===== config.mk =====
export PLATFORM = sky130hd
export DESIGN_NAME = zba_ctrl
export DESIGN_NICKNAME = d
export VERILOG_FILES = /design/src/rtl/zba_pkg.sv /design/src/rtl/zba_ctrl.sv
export SDC_FILE = /design/constraint.sdc
export NUM_CORES = 1
export LEC_CHECK = 0
export ABC_AREA = 1
export BUFFER_PORTS_ARGS = -buffer_cell sky130_fd_sc_hd__buf_2
export CAP_MARGIN = 20
export CORE_AREA = 2 2 39 41
export DETAILED_ROUTE_END_ITERATION = 10
export DIE_AREA = 0 0 41 43
export PLACE_DENSITY = 0.56
export SETUP_SLACK_MARGIN = 0.15
export SLEW_MARGIN = 15
export SYNTH_ARGS = -nofsm -noshare
export SYNTH_HDL_FRONTEND = slang
export SYNTH_SLANG_ARGS = --single-unit

===== constraint.sdc =====
create_clock -name clock -period 2.4 [get_ports clock]
set_input_delay 0.48 -clock clock [delete_from_list [all_inputs] [get_ports clock]]
set_output_delay 0.48 -clock clock [all_outputs]
set_load 0.01 [all_outputs]

===== src/rtl/zba_pkg.sv =====
// ----------------------------------------------------------------------------
// Zone bitmap allocator package
// Shared constants, result codes and the command and status groups that pass
// between the allocator's controller and its datapath.
// ----------------------------------------------------------------------------
package zba_pkg;

   // Fixed field widths.
   localparam int DATA_W    = 64;
   localparam int ZONE_W    = 16;
   localparam int SUM_W     = ZONE_W + 1;
   localparam int INDEX_W   = 10;
   localparam int STATUS_W  = 2;
   localparam int MASK_W    = 8;
   localparam int CSR_W     = 32;
   localparam int CSR_ADDR_W = 4;

   // Request commands.
   localparam logic CMD_LOAD  = 1'b0;
   localparam logic CMD_ALLOC = 1'b1;

   // Result status codes.
   localparam logic [STATUS_W-1:0] STATUS_OK     = 2'd0;
   localparam logic [STATUS_W-1:0] STATUS_FULL   = 2'd1;
   localparam logic [STATUS_W-1:0] STATUS_RANGE  = 2'd2;
   localparam logic [STATUS_W-1:0] STATUS_LOADED = 2'd3;

   // Register indexes (word address of the register file).
   localparam logic [1:0] CSR_FIRST_DATA_ZONE = 2'd0;
   localparam logic [1:0] CSR_ZONE_COUNT      = 2'd1;
   localparam logic [1:0] CSR_PRESENT_MASK    = 2'd2;

   // Commands from the controller to the datapath.
   typedef struct packed {
      logic clear_step;   // write zero at the sweep address and advance
      logic load;         // write the request word and report it loaded
      logic scan_init;    // rewind the scan to word zero of block zero
      logic scan;         // issue a read or capture a word with a clear bit
      logic find_byte;    // locate the lowest byte holding a clear bit
      logic set_bit;      // set the lowest clear bit and mark the block dirty
      logic add;          // form bit offset plus first data zone
      logic finish;       // range check and publish the allocation result
      logic full;         // publish a map full result
   } zba_cmd_type;

   // Status from the datapath to the controller.
   typedef struct packed {
      logic clear_last;   // the sweep is at the last word
      logic hit;          // the word returned by the memory has a clear bit
      logic exhausted;    // no present block left and no read outstanding
   } zba_stat_type;

endpackage


===== src/rtl/zba_ctrl.sv =====
// ----------------------------------------------------------------------------
// Zone bitmap allocator controller
// Sequences the clearing sweep, word loads and the first-fit allocation scan,
// and drives the datapath through one command group.
// ----------------------------------------------------------------------------
module zba_ctrl (
   input  logic                 clock,
   input  logic                 reset,
   input  logic                 start,
   input  logic                 req_cmd,
   input  zba_pkg::zba_stat_type stat,
   output zba_pkg::zba_cmd_type  cmd,
   output logic                 busy
);

   import zba_pkg::*;

   typedef enum logic [2:0] {
      S_CLEAR,
      S_IDLE,
      S_SCAN,
      S_BYTE,
      S_BIT,
      S_ADD,
      S_RESP
   } state_type;

   state_type state_ff, state_in;
   logic      busy_ff;

   // Next state and command decode.
   always_comb begin
      state_in = state_ff;
      cmd      = '0;
      case (state_ff)
         S_CLEAR: begin
            cmd.clear_step = 1'b1;
            if (stat.clear_last) begin
               state_in = S_IDLE;
            end
         end
         S_IDLE: begin
            if (start) begin
               if (req_cmd == CMD_LOAD) begin
                  cmd.load = 1'b1;
               end else begin
                  cmd.scan_init = 1'b1;
                  state_in      = S_SCAN;
               end
            end
         end
         S_SCAN: begin
            cmd.scan = 1'b1;
            if (stat.hit) begin
               state_in = S_BYTE;
            end else if (stat.exhausted) begin
               cmd.full = 1'b1;
               state_in = S_IDLE;
            end
         end
         S_BYTE: begin
            cmd.find_byte = 1'b1;
            state_in      = S_BIT;
         end
         S_BIT: begin
            cmd.set_bit = 1'b1;
            state_in    = S_ADD;
         end
         S_ADD: begin
            cmd.add  = 1'b1;
            state_in = S_RESP;
         end
         S_RESP: begin
            cmd.finish = 1'b1;
            state_in   = S_IDLE;
         end
         default: begin
            state_in = S_IDLE;
         end
      endcase
   end

   // State and the registered busy flag.
   always_ff @(posedge clock) begin
      if (reset) begin
         state_ff <= S_CLEAR;
         busy_ff  <= 1'b1;
      end else begin
         state_ff <= state_in;
         busy_ff  <= (state_in != S_IDLE);
      end
   end

   assign busy = busy_ff;

endmodule


# [Word level (Yosys, flattened, before mapping)]
# Cells that the tools add are included.
[word_totals] inputBits=7 out_inout_bits=10 register_bits=4 word_cells=29
[classes] reduce_logical=1 n_mux=19 n_eq_ne=7
[op_table] cell="$pmux W3 S6" count=1
[op_table] cell="$mux W3" count=5
[op_table] cell="$mux W1" count=11
[op_table] cell="$eq A3 B3 Y1 const B" count=3
[op_table] cell="$eq A3 B2 Y1 const B" count=2
[op_table] cell="$mux W2" count=2
[op_table] cell="$eq A3 B1 Y1 const B" count=1
[op_table] cell="$logic_not A3 Y1" count=1
[op_table] cell="$ne A3 B1 Y1 const B" count=1

# [Depth between registers and ports, before layout]
# Gate-level depths: netlist of run 1.
[logic_depth] ltp_word=4 depth_mapped=8 mapped_depth_nobuf=7

# [Worst setup path after synthesis of run 1]
# OpenSTA, ideal clock, no wires.
[synth_timing] path_type="register -> output" from="register state_ff[0]" to="output port cmd[7] in the netlist's numbering" path_slack_ps=1049 stages_incl_launch_ff=5 n_path_buf=0 t_arrival_ps=871 cell_sequence="dfxtp_1 inv_2 nor2_4 nand2_2 nor3b_2"
[synth_rtl] element="from (decl)" line_no="zba_ctrl.sv:28" text="state_type state_ff, state_in;"
[synth_rtl] element="from (signal assigned)" line_no="zba_ctrl.sv:89" text="state_ff <= state_in;"
[synth_rtl] element="to (decl)" line_no="zba_ctrl.sv:12" text="output zba_pkg::zba_cmd_type cmd,"

==> flow_summary.toml, run 1 <==
[global_route]
grt_usage_pct = 8.33
grt_max_degree = 10
grt_use_met3_pct = 3.14
overflow = 0
antenna_found_initial = 0
grt_pass1_vias = 289
grtUsageMet1_pct = 9.32
grt-busiest-layer = "met2"
grt_pass1_wl_um = 1000
grt_use_met2_pct = 13.1

[timing]
finalClockSkew_ns = 0.000446
fin_tns_setup_ns = 0
final_hold_viol_count = 0
finalSetupViolCount = 0
fin_crit_sh_pct = 70.7
rsz0062_at_grt = "false"
worstMarginPinSlew_ns = 0.300
fmax_mhz = 589
slew_headroom_pct = 80.0
fin_crit_ns = 1.70
slew_violations = 0

[cts]
post_cts_resized = 0
cts.sinks = 4
post-cts-setup-buffers = 0
root_buffer = "clkbuf_4"
cts_buffers = 3
cts_tree = "built"
clock_latency_ns = 0.23
cts_htree_levels = 1
ctsHoldBuffers = 0
clockBufferDepth = 2
clkTransAtPathRegs_ns = 0.04

[die]
rows = 14
die-area_um2 = 1760
die_y_um = 43
top_level_ports = 17
initial_core_util_pct = 22.6
fp.coreArea_um2 = 1380
dieWidth_um = 41

[synthesis]
syn_avg_cell_area_um2 = 6.38
synth_cell_types = 15
synth_nets = 56
ys_seq_area_share_pct = 25.6
ys_warn_count = 0
syn_inst = 49
synth-seq-cells = 4
syn_area_um2 = 313

[power_and_ir_drop]
p_per_area_nw_per_um2 = 490
vdd_ir_drop_max_mv = 0.220
leakage_nw = 0.265

[placement]
portBuffers = 16
routabilityCongestion = 0.704
placed_cell_area_um2 = 402
dpl.hpwl_um = 524

[setup_path]
crit_fanout = 6
required_ns = 1.92
critPathCaptureType = "output pin"
critical_path_arrival_ns = 1.22
cp-start-kind = "flip-flop"
crit_type = "reg2out"

[detailed_routing]
wl_per_cell_um = 7.06
vias = 334
wirelength_um = 586
route.detailed.drc = 0
drtIter0Drc = 6
vias_per_cell = 4.02
dr.pass1.iters = 2
final_antenna_net_count = 0

[hold_path]
holdCritPathClass = "in2reg"

[cells_and_area]
drive_gt1_share_pct = 40.3
syn2layout_area_growth_pct = 35.6
design_area_um2 = 424
final_cell_mix = "16 x buf_2, 11 x nand2_1, 10 x inv_1"
fin_nets = 76
antenna_cells = 0
mostFrequentLayoutCell = "buf_2"

[outcome]
outcome = "completed"

[flow_run]
maxCapViolations = 0
==> area by class of cell <==
class,instances,area [um^2]
Timing Repair Buffer,16,80.1
Inverter,12,45.0
Sequential cell,4,80.1
Fill cell,169,960
Multi-Input combinational cell,32,176
Tap cell,16,20.0
Clock buffer,3,22.5
==> worst max-delay path: stages (launching register included) <==
cell	delay [ns]
dfxtp_1	0.41
inv_2	0.06
nor2_4	0.13
nand2_2	0.10
nor3b_2	0.14
buf_2	0.14
==> registers in the layout (all words and copies together) (netlist names) <==
name / count
busy: 1
state_ff: 3
==> power breakdown <==
part	total [W]	switching [W]	internal, W
combinational	0.0000496	0.0000287	0.0000209
sequential	0.0000771	0.00000530	0.0000718
clock	0.0000811	0.0000253	0.0000558
==> per-stage QoR <==
step,setup slack [ns],util (%),power [W],cells,hold WS [ns]
2_1_floorplan,1.05,-,0.000114,49,0.594
6_report,0.704,30.7,0.000208,83,0.468
5_1_grt,0.594,30.7,0.000223,83,0.463
3_3_place_gp,0.935,29.0,0.000128,80,0.660
4_1_cts,0.682,30.7,0.000211,83,0.466
3_5_place_dp,0.932,29.0,0.000129,80,0.660
==> worst paths after layout <==
kind,startpoint,end,slack [ns],cells past startpoint
min reg2reg,state_ff[2]$_SDFF_PP0_,state_ff[1]$_SDFF_PP0_,0.66,4
max reg2reg,state_ff[1]$_SDFF_PP0_,busy$_SDFF_PP1_,1.36,5
max,state_ff[0]$_SDFF_PP0_,cmd[7],0.70,5
min,reset,busy$_SDFF_PP1_,0.47,3
==> Yosys cell counts <==
cell,n,area (um^2)
buf_6,1,11.3
dfxtp_1,4,80.1
and2_1,1,6.26
inv_1,10,37.5
nand3_1,5,25.0
nand3_2,2,20.0
nand3b_1,1,7.51
o21ai_0,1,5.00
nand2_1,11,41.3
inv_2,2,7.51
nor3_1,3,15.0
nor2_4,2,22.5
nor2_1,4,15.0
nor3b_2,1,12.5
nand2_2,1,6.26
==> layer usage <==
layer,part of all wire [%],wire [um],up-vias
met1,46,272,136
met4,0,0,0
met5,0,0,-
li1,-,-,186
met2,47,274,12
met3,6.5,38,0
==> kinds of logic (layout without fill, tap and decap cells) <==
group,after synthesis,after routing,synth area share [%]
flip-flops,4,4,25.6
AO/OA/AOI/OAI,1,1,1.60
AND/OR/NAND/NOR,31,31,54.8
buffers and inverters,13,31,18.0
(Power assumes the default switching activity.)
==> run 2: changes to the inputs <==
PLACE_DENSITY = 0.57   (was 0.56)
clock period = 1.4 ns   (was 2.4 ns; I/O delays follow)
==> run 2 against run 1 <==
Flip-flop and latch count is the same. Clock skew grew 0.0017 ns. Register-to-register slack lost 1.1 ns. Routed wire length grew 25%. Worst hold slack lost 0.20 ns. Non-clock buffer count grew 5. Count of clock-buffer cells in the layout is the same. Power grew 86%. Clock power grew 75%. Utilization grew 6.2 points. Critical path type unchanged. Largest cell class unchanged. Highest routed layer unchanged.
==> flow_summary.toml, run 2 (synthesized netlist as in run 1, its figures left out) <==
[outcome]
outcome = "completed"

[die]
initial_core_util_pct = 22.6
fp.coreArea_um2 = 1380
die_y_um = 43
die-area_um2 = 1760
rows = 14
top_level_ports = 17
dieWidth_um = 41

[cells_and_area]
fin_nets = 81
nFillCells = 154
mostFrequentLayoutCell = "buf_2"
final_cell_mix = "15 x buf_2, 10 x nand2_1, 9 x inv_1"
design_area_um2 = 510
final_cells = 88
syn2layout_area_growth_pct = 63.2
drive_gt1_share_pct = 54.2
regMostFlops = "state_ff"
largest_reg_flops = 3
final_util_pct = 36.9
antenna_cells = 0

[global_route]
grt_usage_pct = 9.04
grt_pass1_wl_um = 979
antenna_found_initial = 0
grt_pass1_vias = 260
grt_max_degree = 10
overflow = 0

[power_and_ir_drop]
p_sw_w = 0.000116
pwr-share-comb_pct = 29.5
clkPwrFrac_pct = 36.6
vdd_ir_drop_max_mv = 0.374
seqPwrFrac_pct = 33.9
switching_share_pct = 29.9
p_int_w = 0.000271
leakage_nw = 0.299
p_per_area_nw_per_um2 = 757

[timing]
fin_crit_ns = 1.37
fin_crit_sh_pct = 98.1
finalSetupViolCount = 0
slew_headroom_pct = 85.4
fmax_mhz = 728
rsz0062_at_grt = "true"
worstMarginPinSlew_ns = 0.216
final_hold_viol_count = 0
setup_slack_ns = 0.0266
fin_tns_setup_ns = 0
finalClockSkew_ns = 0.00211
slew_violations = 0

[setup_path]
crit_start = "state_ff[0]$_SDFF_PP0_"
ff2ff_path_depth = 9
ff2ff_setup_slack_ns = 0.28
critPathCaptureType = "output pin"
r2r_start = "state_ff[0]$_SDFF_PP0_"
critPathMaxStageDelay_ns = 0.37
cp_cell_sequence = "inv_4 > nor2_4 > nand2_4 > nor3b_2 > buf_2"
crit_type = "reg2out"
cp_slowest_cell = "dfxtp_4"
required_ns = 1.12
r2r_end = "state_ff[0]$_SDFF_PP0_"
crit_path_end = "cmd[7]"
critical_path_arrival_ns = 1.09
cp-start-kind = "flip-flop"
crit_fanout = 4

[hold_path]
holdCritPathClass = "in2reg"

[placement]
dpl.hpwl_um = 527
portBuffers = 16
routabilityCongestion = 0.719
pre_cts_slack_ns = 0.131
place_inst = 80
placed_cell_area_um2 = 402

[detailed_routing]
vias_per_cell = 4.11
wl_per_cell_um = 8.30
final_antenna_net_count = 0
vias = 362
route.detailed.drc = 0
dr.pass1.iters = 2
wirelength_um = 730
drtIter0Drc = 3

[cts]
clockBufferDepth = 2
clock_latency_ns = 0.23
root_buffer = "clkbuf_4"
clkTransAtPathRegs_ns = 0.04
cts_buffers = 3
cts.sinks = 4
cts_tree = "built"
cts_htree_levels = 1
ctsHoldBuffers = 0

[flow_run]
maxCapViolations = 0
## run 2: cell types whose count changed in the layout (fill, tap and decap cells not counted), moves of 2 or more
cell	change
nor3_1	-2
dfxtp_4	+3
inv_4	+2
buf_6	+2
nor3_2	+2
inv_2	-2
buf_4	+4
dfxtp_1	-3
## run 2: area by class of cell
| type | count | area, um^2 | share of cell area, % |
|---|---|---|---|
| multi-input combinational | 32 | 194 | 38.0 |
| timing repair buffer | 21 | 128 | 25.0 |
| sequential | 4 | 91.3 | 17.9 |
| inverter | 12 | 55.1 | 10.8 |
| clock buffer | 3 | 22.5 | 4.41 |
| tap | 16 | 20.0 | 3.92 |
## run 2: timing repair
action / in CTS / in global routing
gates resized for setup: 11 / 9
endpoints found under the setup margin: 9 / 9
pin swaps: 2 / 3
buffers inserted: 4 / 1
## run 2: worst min-delay path by stage
stage,endpoint,depth (start not counted),start
3_3_place_gp,busy$_SDFF_PP1_,3,reset
6_report,busy$_SDFF_PP1_,3,reset
4_1_cts,busy$_SDFF_PP1_,3,reset
3_5_place_dp,busy$_SDFF_PP1_,3,reset
5_1_grt,busy$_SDFF_PP1_,3,reset
2_1_floorplan,busy$_SDFF_PP1_,2,reset
## run 2: critical path: cells and delay by family (launching register included)
family,cells,cell delay (ns)
simple gates,3,0.31
buf+inv,2,0.18
flops,1,0.37
## run 2: per-layer routing
| layer | up-vias | wire length [um] | track usage, % |
|---|---|---|---|
| li1 | 198 | - | - |
| met1 | 150 | 305 | 9.00 |
| met2 | 14 | 371 | 12.8 |
| met3 | 0 | 53 | 6.28 |
| met4 | 0 | 0 | 6.00 |
| met5 | - | 0 | 0 |
## run 2: per-stage QoR
step,hold WS [ns],power [W]
2_1_floorplan,0.394,0.000195
3_3_place_gp,0.505,0.000219
6_report,0.270,0.000387
3_5_place_dp,0.507,0.000222
5_1_grt,0.264,0.000416
4_1_cts,0.264,0.000385
## run 2: power groups by stage
stage                     Sequential [W]  Combinational, W  Clock, W
final                           0.000131          0.000114  0.000142
after global routing            0.000131          0.000126  0.000159
after CTS                       0.000129          0.000108  0.000147
after global placement          0.000134         0.0000858         0
after floorplan                 0.000133         0.0000623         0
after detailed placement        0.000134         0.0000875         0
==> run 3: changes to the inputs <==
PLACE_DENSITY = 0.56   (was 0.57)
clock period = 1.7 ns   (was 1.4 ns; I/O delays follow)
==> run 3 against run 2 <==
Critical path depth unchanged. Via count down 7.2%. Critical endpoint unchanged. Utilization down 5.6 points. Power down 23%. Sequential power down 17%. Final area down 15%. Final cell count down 5.7%. Clock power down 19%. Sequential share of layout area up 1.5 points. Highest routed layer unchanged. Routed wire length down 18%. First-iteration DRC count down 33%.
==> flow_summary.toml, run 3 (synthesized netlist as in run 1, its figures left out) <==
[outcome]
outcome = "completed"

[cts]
post-cts-setup-buffers = 0
cts.sinks = 4
clockBufferDepth = 2
cts_htree_levels = 1
clkTransAtPathRegs_ns = 0.04
ctsHoldBuffers = 0
root_buffer = "clkbuf_4"
clock_latency_ns = 0.23
cts_tree = "built"
cts_buffers = 3

[power_and_ir_drop]
switching_share_pct = 28.7
p_sw_w = 0.0000852
p_per_area_nw_per_um2 = 686
clkPwrFrac_pct = 38.6
leakage_nw = 0.266
pwr-share-comb_pct = 24.6
vdd_ir_drop_max_mv = 0.311
seqPwrFrac_pct = 36.8
power_w = 0.000297
p_int_w = 0.000212

[placement]
routabilityCongestion = 0.704
placed_cell_area_um2 = 402
dpl.hpwl_um = 524
pre_cts_slack_ns = 0.372
portBuffers = 16

[timing]
worstMarginPinSlew_ns = 0.306
fin_tns_setup_ns = 0
slew_violations = 0
rsz0062_at_grt = "true"
setup_slack_ns = 0.202
slew_headroom_pct = 79.6
fin_crit_ns = 1.50
finalSetupViolCount = 0
fmax_mhz = 667
final_hold_viol_count = 0
finalClockSkew_ns = 0.000571
fin_crit_sh_pct = 88.1

[cells_and_area]
fin_nets = 76
largest_reg_flops = 3
regMostFlops = "state_ff"
mostFrequentLayoutCell = "buf_2"
antenna_cells = 0
nFillCells = 168
drive_gt1_share_pct = 41.8
syn2layout_area_growth_pct = 38.4
design_area_um2 = 433
final_cell_mix = "16 x buf_2, 11 x nand2_1, 10 x inv_1"

[global_route]
grt_pass1_wl_um = 1000
overflow = 0
grt_pass1_vias = 289
grt_max_degree = 10
grt_usage_pct = 8.33
antenna_found_initial = 0

[detailed_routing]
dr.pass1.iters = 2
vias = 336
vias_per_cell = 4.05
drtIter0Drc = 2
route.detailed.drc = 0
wirelength_um = 599
final_antenna_net_count = 0
wl_per_cell_um = 7.22

[die]
fp.coreArea_um2 = 1380
rows = 14
die-area_um2 = 1760
die_y_um = 43
top_level_ports = 17
dieWidth_um = 41
initial_core_util_pct = 22.6

[flow_run]
maxCapViolations = 0

[setup_path]
crit_fanout = 6
required_ns = 1.36
crit_type = "reg2out"
cp-start-kind = "flip-flop"
critPathCaptureType = "output pin"
critical_path_arrival_ns = 1.16

[hold_path]
holdCritPathClass = "in2reg"
-- run 3: final timing paths --
check,slack [ns],startpoint,depth (start not counted),endpoint
setup / recovery,0.20,state_ff[0]$_SDFF_PP0_,5,cmd[7]
setup reg to reg,0.66,state_ff[1]$_SDFF_PP0_,5,busy$_SDFF_PP1_
hold / removal,0.33,reset,3,busy$_SDFF_PP1_
hold reg to reg,0.66,state_ff[2]$_SDFF_PP0_,4,state_ff[1]$_SDFF_PP0_
-- run 3: area by class of cell --
type | instances | area, um^2 | share of cell area [%]
Sequential cell | 4 | 83.8 | 19.4
Timing Repair Buffer | 16 | 80.1 | 18.5
Tap cell | 16 | 20.0 | 4.62
Inverter | 12 | 45.0 | 10.4
Clock buffer | 3 | 22.5 | 5.20
Multi-Input combinational cell | 32 | 181 | 41.9
-- run 3: layer usage --
metal	vias up	wire length [um]	track usage [%]
met2	12	271	13.1
met4	0	0	4.00
met3	0	38	3.14
li1	186	-	-
met1	138	289	9.32
met5	-	0	0
-- run 3: power groups by stage --
stage	Sequential, W	Combinational, W	Clock [W]
6_report	0.000109	0.0000730	0.000115
2_1_floorplan	0.000109	0.0000513	0
4_1_cts	0.000110	0.0000719	0.000117
3_5_place_dp	0.000110	0.0000716	0
3_3_place_gp	0.000110	0.0000711	0
5_1_grt	0.000110	0.0000820	0.000126
-- run 3: critical path, cell delays in order, from the launching register on --
cell and delay (ns):
dfxtp_4 0.36, inv_2 0.05, nor2_4 0.16, nand2_4 0.08
nor3b_2 0.14, buf_2 0.14
-- run 3: per-stage QoR --
step / cells / utilization (%) / hold slack [ns]
after floorplan: 49 / - / 0.454
after global placement: 80 / 29.0 / 0.564
after detailed placement: 80 / 29.0 / 0.564
after CTS: 83 / 30.7 / 0.326
after global routing: 83 / 31.3 / 0.323
final: 83 / 31.3 / 0.328
-- run 3: what timing repair did --
item | CTS | global route
gates cloned | 0 | 0
endpoints found under the setup margin | 1 | 1
gates resized for setup | 1 | 2
pin swaps | 0 | 1
